**config.mk**
```make
export PLATFORM = sky130hd
export DESIGN_NAME = sorted_priority_queue_top_flat
export DESIGN_NICKNAME = d
export VERILOG_FILES = /design/src/spq_pkg.sv /design/src/spq_req_if.sv /design/src/spq_rsp_if.sv /design/src/spq_cell.sv /design/src/sorted_priority_queue_top.sv /design/src/flat_wrapper.sv
export SDC_FILE = /design/constraint.sdc
export NUM_CORES = 2
export LEC_CHECK = 0
export ABC_AREA = 1
export BUFFER_PORTS_ARGS = -buffer_cell sky130_fd_sc_hd__buf_2
export CORE_UTILIZATION = 40
export CTS_BUF_LIST = sky130_fd_sc_hd__clkbuf_8 sky130_fd_sc_hd__clkbuf_16
export CTS_CLUSTER_DIAMETER = 40
export CTS_CLUSTER_SIZE = 14
export DETAILED_ROUTE_END_ITERATION = 7
export PLACE_DENSITY = 0.57
export SLEW_MARGIN = 30
export SYNTH_ARGS = -nofsm -noshare
export SYNTH_HDL_FRONTEND = slang
export SYNTH_SLANG_ARGS = --single-unit
```
**constraint.sdc**
```tcl
create_clock -name clk -period 3.6 [get_ports clk]
set_clock_uncertainty 0.05 [all_clocks]
set_input_delay 0.72 -clock clk [delete_from_list [all_inputs] [get_ports clk]]
set_output_delay 0.72 -clock clk [all_outputs]
set_load 0.05 [all_outputs]
```
**src/spq_pkg.sv**
```systemverilog
// ---------------------------------------------------------------------------
// Sorted priority queue package
// Sizes, operation and status codes, and the request, response and cell
// control types that the sorted priority queue shares between its files.
// ---------------------------------------------------------------------------
package spq_pkg;

  // Queue geometry.
  localparam int CAPACITY   = 16;
  localparam int KEY_BITS   = 16;
  localparam int TAG_BITS   = 16;
  localparam int COUNT_BITS = $clog2(CAPACITY + 1);

  // Field widths of the channels.
  localparam int OP_BITS     = 2;
  localparam int STATUS_BITS = 2;

  // Operation codes. The fourth code is unused and leaves the queue as it is.
  localparam logic [OP_BITS-1:0] OP_PUSH  = 2'd0;
  localparam logic [OP_BITS-1:0] OP_POP   = 2'd1;
  localparam logic [OP_BITS-1:0] OP_CLEAR = 2'd2;

  // Status codes.
  localparam logic [STATUS_BITS-1:0] ST_OK    = 2'd0;
  localparam logic [STATUS_BITS-1:0] ST_EMPTY = 2'd1;
  localparam logic [STATUS_BITS-1:0] ST_FULL  = 2'd2;

  typedef struct packed {
    logic [OP_BITS-1:0]  operation;
    logic [KEY_BITS-1:0] key;
    logic [TAG_BITS-1:0] tag;
  } req_t;

  typedef struct packed {
    logic                   popped_valid;
    logic [KEY_BITS-1:0]    popped_key;
    logic [TAG_BITS-1:0]    popped_tag;
    logic [STATUS_BITS-1:0] status;
    logic [COUNT_BITS-1:0]  entry_count;
  } rsp_t;

  // Broadcast from the queue control to every cell of the chain.
  typedef struct packed {
    logic                push;
    logic                pop;
    logic [KEY_BITS-1:0] key;
    logic [TAG_BITS-1:0] tag;
  } cell_ctrl_t;

endpackage

```
**src/spq_req_if.sv**
```systemverilog
// ---------------------------------------------------------------------------
// Sorted priority queue request channel
// Valid and ready handshake that carries one operation request.
// ---------------------------------------------------------------------------
interface spq_req_if import spq_pkg::*; ();

  logic valid;
  logic ready;
  req_t data;

  modport source (output valid, output data, input ready);
  modport sink (input valid, input data, output ready);

endinterface

```
**src/spq_rsp_if.sv**
```systemverilog
// ---------------------------------------------------------------------------
// Sorted priority queue response channel
// Valid and ready handshake that carries one result per request.
// ---------------------------------------------------------------------------
interface spq_rsp_if import spq_pkg::*; ();

  logic valid;
  logic ready;
  rsp_t data;

  modport source (output valid, output data, input ready);
  modport sink (input valid, input data, output ready);

endinterface

```
**src/spq_cell.sv**
```systemverilog
// ---------------------------------------------------------------------------
// Sorted priority queue cell
// One slot of the sorted chain. On a push it keeps its entry, takes the new
// entry, or takes its left neighbor's; on a pop it takes its right neighbor's.
// ---------------------------------------------------------------------------
module spq_cell import spq_pkg::*; (
  input  logic                clk,
  input  cell_ctrl_t          ctrl,
  input  logic                occupied,
  input  logic                left_lt,
  input  logic [KEY_BITS-1:0] left_key,
  input  logic [TAG_BITS-1:0] left_tag,
  input  logic [KEY_BITS-1:0] right_key,
  input  logic [TAG_BITS-1:0] right_tag,
  output logic                lt,
  output logic [KEY_BITS-1:0] key,
  output logic [TAG_BITS-1:0] tag
);

  logic [KEY_BITS-1:0] key_next;
  logic [TAG_BITS-1:0] tag_next;

  // A held entry strictly below the new key stays ahead of it.
  assign lt = occupied && (key < ctrl.key);

  // The first cell that does not stay ahead takes the new entry; the cells
  // after it move one place toward the tail.
  always_comb begin
    key_next = key;
    tag_next = tag;
    if (ctrl.push) begin
      if (!lt) begin
        if (left_lt) begin
          key_next = ctrl.key;
          tag_next = ctrl.tag;
        end else begin
          key_next = left_key;
          tag_next = left_tag;
        end
      end
    end else if (ctrl.pop) begin
      key_next = right_key;
      tag_next = right_tag;
    end
  end

  always_ff @(posedge clk) begin
    key <= key_next;
    tag <= tag_next;
  end

endmodule

```
**src/sorted_priority_queue_top.sv**
```systemverilog
// ---------------------------------------------------------------------------
// Sorted priority queue
// Bounded min-priority queue held in key order in a chain of cells.
// ---------------------------------------------------------------------------
// Usage:
// Requests arrive on req: push stores key and tag ahead of the first entry
// whose key is greater than or equal, pop returns the smallest entry, clear
// empties the queue. Every request gives exactly one result on rsp with the
// popped entry, a status code and the entry count after the operation.
// A pop on an empty queue reports empty; a push on a full queue reports full
// and drops the entry.
// The result is registered in the cycle after its request. One request is
// taken per cycle while the receiver does not stall: all cells compare the new
// key and shift in parallel, so the chain settles in the same cycle as the request.
// The result sits in an output register. When the receiver stalls, the
// result holds and req.ready drops until it is taken; a request is taken in
// the same cycle as the previous result leaves.
// Reset empties the queue and drops any pending result; the cell contents
// need no reset since only cells below the count are ever read.
// ---------------------------------------------------------------------------
module sorted_priority_queue_top import spq_pkg::*; (
  input  logic      clk,
  input  logic      rst,
  spq_req_if.sink   req,
  spq_rsp_if.source rsp
);

  logic [COUNT_BITS-1:0] count;
  logic [COUNT_BITS-1:0] count_next;
  logic                  accept;
  logic                  full;
  logic                  empty;
  rsp_t                  result;
  cell_ctrl_t            ctrl;

  logic [CAPACITY-1:0]   occupied;
  logic [CAPACITY-1:0]   lt;
  logic [CAPACITY-1:0]   left_lt;
  logic [KEY_BITS-1:0]   cell_key [CAPACITY];
  logic [TAG_BITS-1:0]   cell_tag [CAPACITY];
  logic [KEY_BITS-1:0]   left_key [CAPACITY];
  logic [TAG_BITS-1:0]   left_tag [CAPACITY];
  logic [KEY_BITS-1:0]   right_key [CAPACITY];
  logic [TAG_BITS-1:0]   right_tag [CAPACITY];

  // The output register frees up in the cycle its result is taken.
  assign req.ready = !rsp.valid || rsp.ready;
  assign accept    = req.valid && req.ready;
  assign full      = (count == COUNT_BITS'(CAPACITY));
  assign empty     = (count == '0);

  // Broadcast to the chain.
  assign ctrl.push = accept && (req.data.operation == OP_PUSH) && !full;
  assign ctrl.pop  = accept && (req.data.operation == OP_POP) && !empty;
  assign ctrl.key  = req.data.key;
  assign ctrl.tag  = req.data.tag;

  // Neighbor wiring of the chain, with the head and tail ends tied off.
  genvar i;
  generate
    for (i = 0; i < CAPACITY; i++) begin : g_cell
      assign occupied[i] = (COUNT_BITS'(i) < count);

      if (i == 0) begin : g_head
        assign left_lt[i]  = 1'b1;
        assign left_key[i] = '0;
        assign left_tag[i] = '0;
      end else begin : g_inner_left
        assign left_lt[i]  = lt[i-1];
        assign left_key[i] = cell_key[i-1];
        assign left_tag[i] = cell_tag[i-1];
      end

      if (i == CAPACITY - 1) begin : g_tail
        assign right_key[i] = '0;
        assign right_tag[i] = '0;
      end else begin : g_inner_right
        assign right_key[i] = cell_key[i+1];
        assign right_tag[i] = cell_tag[i+1];
      end

      spq_cell u_cell (
        .clk       (clk),
        .ctrl      (ctrl),
        .occupied  (occupied[i]),
        .left_lt   (left_lt[i]),
        .left_key  (left_key[i]),
        .left_tag  (left_tag[i]),
        .right_key (right_key[i]),
        .right_tag (right_tag[i]),
        .lt        (lt[i]),
        .key       (cell_key[i]),
        .tag       (cell_tag[i])
      );
    end
  endgenerate

  // Result and new count for the request taken this cycle.
  always_comb begin
    count_next          = count;
    result.popped_valid = 1'b0;
    result.popped_key   = '0;
    result.popped_tag   = '0;
    result.status       = ST_OK;
    case (req.data.operation)
      OP_PUSH: begin
        if (full) begin
          result.status = ST_FULL;
        end else begin
          count_next = count + COUNT_BITS'(1);
        end
      end
      OP_POP: begin
        if (empty) begin
          result.status = ST_EMPTY;
        end else begin
          result.popped_valid = 1'b1;
          result.popped_key   = cell_key[0];
          result.popped_tag   = cell_tag[0];
          count_next          = count - COUNT_BITS'(1);
        end
      end
      OP_CLEAR: begin
        count_next = '0;
      end
      default: begin
        count_next = count;
      end
    endcase
    result.entry_count = count_next;
  end

  // Count and output register.
  always_ff @(posedge clk) begin
    if (rst) begin
      count     <= '0;
      rsp.valid <= 1'b0;
    end else begin
      if (accept) begin
        count     <= count_next;
        rsp.valid <= 1'b1;
      end else if (rsp.ready) begin
        rsp.valid <= 1'b0;
      end
    end
  end

  always_ff @(posedge clk) begin
    if (accept) begin
      rsp.data <= result;
    end
  end

  // The count never passes the capacity.
  a_count_bound: assert property (@(posedge clk) disable iff (rst)
    count <= COUNT_BITS'(CAPACITY))
    else $error("entry count above capacity");

  // A pending result always reports the current count.
  a_count_report: assert property (@(posedge clk) disable iff (rst)
    rsp.valid |-> (rsp.data.entry_count == count))
    else $error("reported entry count differs from held count");

  // A push taken while full is reported as dropped and leaves the count.
  a_full_drop: assert property (@(posedge clk) disable iff (rst)
    (accept && (req.data.operation == OP_PUSH) && full)
      |=> (rsp.data.status == ST_FULL) && (count == COUNT_BITS'(CAPACITY)))
    else $error("push on full queue not reported as dropped");

  // A returned entry always comes with an ok status.
  a_pop_status: assert property (@(posedge clk) disable iff (rst)
    (rsp.valid && rsp.data.popped_valid) |-> (rsp.data.status == ST_OK))
    else $error("popped entry with error status");

endmodule

```
**src/flat_wrapper.sv**
```systemverilog
// flat-port wrapper written by rule: the top's interface ports become plain ports
module sorted_priority_queue_top_flat import spq_pkg::*;
  (clk, rst, req_valid, req_data, req_ready, rsp_valid, rsp_data, rsp_ready);
  spq_req_if req_i ();
  spq_rsp_if rsp_i ();
  input  logic clk;
  input  logic rst;
  input wire logic [$bits(req_i.valid)-1:0] req_valid;
  input wire logic [$bits(req_i.data)-1:0] req_data;
  output wire logic [$bits(req_i.ready)-1:0] req_ready;
  output wire logic [$bits(rsp_i.valid)-1:0] rsp_valid;
  output wire logic [$bits(rsp_i.data)-1:0] rsp_data;
  input wire logic [$bits(rsp_i.ready)-1:0] rsp_ready;
  assign req_i.valid = req_valid;
  assign req_i.data = req_data;
  assign req_ready = req_i.ready;
  assign rsp_valid = rsp_i.valid;
  assign rsp_data = rsp_i.data;
  assign rsp_i.ready = rsp_ready;
  sorted_priority_queue_top u_core (.clk(clk), .rst(rst), .req(req_i), .rsp(rsp_i));
endmodule
```
==> results by group <==
Worst setup path
  • Flop-to-flop setup slack: 0.64 ns
  • R2r startpoint: u_core.count[0]
  • CP max stage delay: 0.49 ns
  • Crit-path max FO: 103
  • Critical Path Sink Type: flip-flop
  • Crit path required time: 3.95 ns
  • Worst path most repeated cell: nand2_1
  • Worst path bufs/invs: 5
  • Crit path max-delay cell type: dfxtp_1
  • WP data arrival: 3.31 ns
  • Reg-to-reg endpoint: u_core.g_cell[2].u_cell.key[15]
  • CP top delay family: buffers and inverters
  • Cell Chain, Critical Path: inv_2 -> ha_1 -> inv_1 -> nor2_2 -> nand3_1 -> nand2_1 -> nor2_4 -> buf_12 -> inv_8 -> buf_12 -> nand2_1 -> nand2_1
  • Worst Setup Start Kind: flip-flop
  • Setup CP Type: reg2reg
  • Worst reg2reg path depth: 12

Place
  • Placed cell areas: 38700 µm²
  • Routability cong.: 0.815
  • Hpwl dp: 67500 µm
  • Post-place setup slack: 0.473 ns
  • Port bufs: 79

Logic synthesis
  • Count of different cell masters after synthesis: 34
  • Post-synth ARST share: 0%
  • #FFs+latches synth: 558
  • Primary FF master, synth: edfxtp_1
  • Synthesized cell area: 37000 µm²
  • Post-synth EDFFs: 552
  • Yosys top cell area share: 44.8%
  • Ranking of synthesized cells by area: edfxtp_1, nand2_1, nand3_1, ha_1, inv_1
  • Syn Nets: 5116
  • Yosys warning count: 0
  • Post-synthesis sequential area ratio: 45.2%
  • Area leader, netlist: edfxtp_1
  • Post-Syn Instances: 4835
  • Mean Syn Cell Area: 7.65 µm²

Cells and area
  • Fill cell count: 9034
  • Final instance area: 42700 µm²
  • Layout cells sized above 1: 8.56%
  • Layout area overhead: 15.6%
  • Nets: 5132
  • Most frequent cells in the layout: nand2_1, nand3_1, inv_1
  • # diodes: 0
  • Commonest non-fill, non-tap cell in the layout: nand2_1

Hold path
  • Min-delay src: rst
  • Worst hold stages: 2
  • Hold Crit Class: in2reg
  • Endpoint with the worst hold slack: u_core.rsp.valid

Clock tree
  • Worst-Skew Late Latency: 0.65 ns
  • CTS hold repair buffers: 0
  • CTS tree: yes
  • PostCTS Resize Cnt: 0
  • H-tree Lvls: 3
  • Worst-path clk slew: 0.05 ns
  • Root Buffer: clkbuf_16
  • TritonCTS Buffers: 113
  • Worst-case clock buffer depth: 3
  • Clock sink total: 558
  • Setup Buffers After CTS: 0

Drt
  • DRT Pass-1 Iters: 5
  • DRC errors left: 0
  • Routed wire length: 94000 µm
  • Drt wl/cell: 15.3 µm
  • Iter 0 DRT Violations: 2050
  • Vias: 30000
  • Post-DRT Antenna Nets: 0
  • Routed vias/inst: 4.89

Global routing
  • GRT met3 Usage: 2.56%
  • First-pass GRT wire length: 156000 µm
  • Vias in the first global route: 29700
  • Grt met2 use: 34.1%
  • Overall routing resource usage: 20.0%
  • Global route hottest layer: met2
  • GRT met1 Usage: 26.7%
  • Grt ovf: 0
  • Largest net degree at the start of global routing: 104
  • Initial antenna violation count: 0

Outcome
  • Status: finished clean

Pwr
  • PwrDens: 519 nW/µm²
  • Worst vdd ir: 331 µV
  • LEAKAGE: 20.8 nW
  • Power Total: 22.2 mW

Timing
  • Worst Tran Pin Value: 0.730 ns
  • Fmax: 338 MHz
  • Hold_ws: 0.269 ns
  • Min Tclk post-route: 2.96 ns
  • Final setup TNS: 0 ns
  • RSZ-0062 raised after global routing: false
  • Final setup fails: 0
  • Post-route setup slack: 0.642 ns
  • Fin. max-slew vios: 0
  • Slew HR: 51.3%
  • Fin. Hold Viols: 0
  • Final period util: 82.2%

Floorplanning
  • Core box area: 91700 µm²
  • Num rows: 111
  • Die width: 306 µm
  • Initial Util: 40.3%
  • Full die area: 93600 µm²
  • Die Height: 306 µm
  • Top Ports: 80

Job
  • Max-Cap Viols: 0
-- metrics by stage --
stage               util [%]  cells
global placement        42.2   5922
CTS                     46.6   6130
finish                  46.6   6130
detailed placement      42.2   5922
floorplan                  -   4835
global route            46.6   6130
-- layout make-up --
cell class                      count  area, µm²  share of cell area [%]
Inverter                          637       2400                    5.62
Multi-Input combinational cell   3351      16400                    38.4
Tap cell                         1186       1480                    3.47
Clock buffer                      116       2890                    6.77
Timing Repair Buffer              190       1720                    4.02
Sequential cell                   558      16700                    39.1
Clock inverter                     92       1120                    2.63
-- cells in the mapped netlist, types with 4 or more instances --
master    number
nand3_1      936
edfxtp_1     552
o21a_1         8
nor2_1       141
buf_2        178
nand2_1     1782
clkbuf_1      76
inv_2          6
buf_4         11
ha_1         243
nand4_1       41
nor2_2        12
buf_6         24
o211ai_1       4
inv_1        631
nand2_2        6
o21ai_0       48
dfxtp_1        6
o21ai_1        7
a21oi_1       87
nor3_1        14
nor4_1         5
-- cell families after synthesis --
| family | Yosys count | share of synthesized area, % |
|---|---|---|
| fa+ha+maj | 243 | 8.22 |
| flops | 558 | 45.2 |
| buf+inv | 926 | 10.6 |
| simple gates | 2945 | 33.7 |
| compound gates | 163 | 2.35 |
-- metal layers --
metal  part of all wire, %  wire length, µm
met3                   4.2             3920
met1                    47            44600
met2                    47            43900
met5                     0                0
met4                   1.7             1560
-- power breakdown --
group          internal [mW]  switching (mW)  total (mW)
combinational           1.02            2.14        3.17
sequential              7.71           0.240        7.95
clock                   7.49            3.55        11.0
total                   16.2            5.94        22.2
-- state kept, by name (all words and copies together), names as in the netlist --
register                  count
u_core.rsp.valid              1
u_core.g_cell.u_cell.key    256
u_core.count                  5
u_core.g_cell.u_cell.tag    256
u_core.rsp.data              40
-- worst max path at each step --
stage / endpoint / start / depth (start not counted) / slack [ns]
finish: u_core.g_cell[2].u_cell.key[15] / u_core.count[0] / 12 / 0.64
global route: u_core.g_cell[2].u_cell.key[15] / u_core.count[0] / 12 / 0.42
CTS: u_core.g_cell[2].u_cell.key[15] / u_core.count[0] / 12 / 0.64
detailed placement: u_core.g_cell[10].u_cell.key[3] / req_data[25] / 13 / 0.47
global placement: u_core.g_cell[3].u_cell.tag[7] / req_data[31] / 13 / 0.48
floorplan: u_core.g_cell[8].u_cell.key[0] / req_data[28] / 10 / -0.12
No activity file was read; power rests on OpenSTA's default activity.
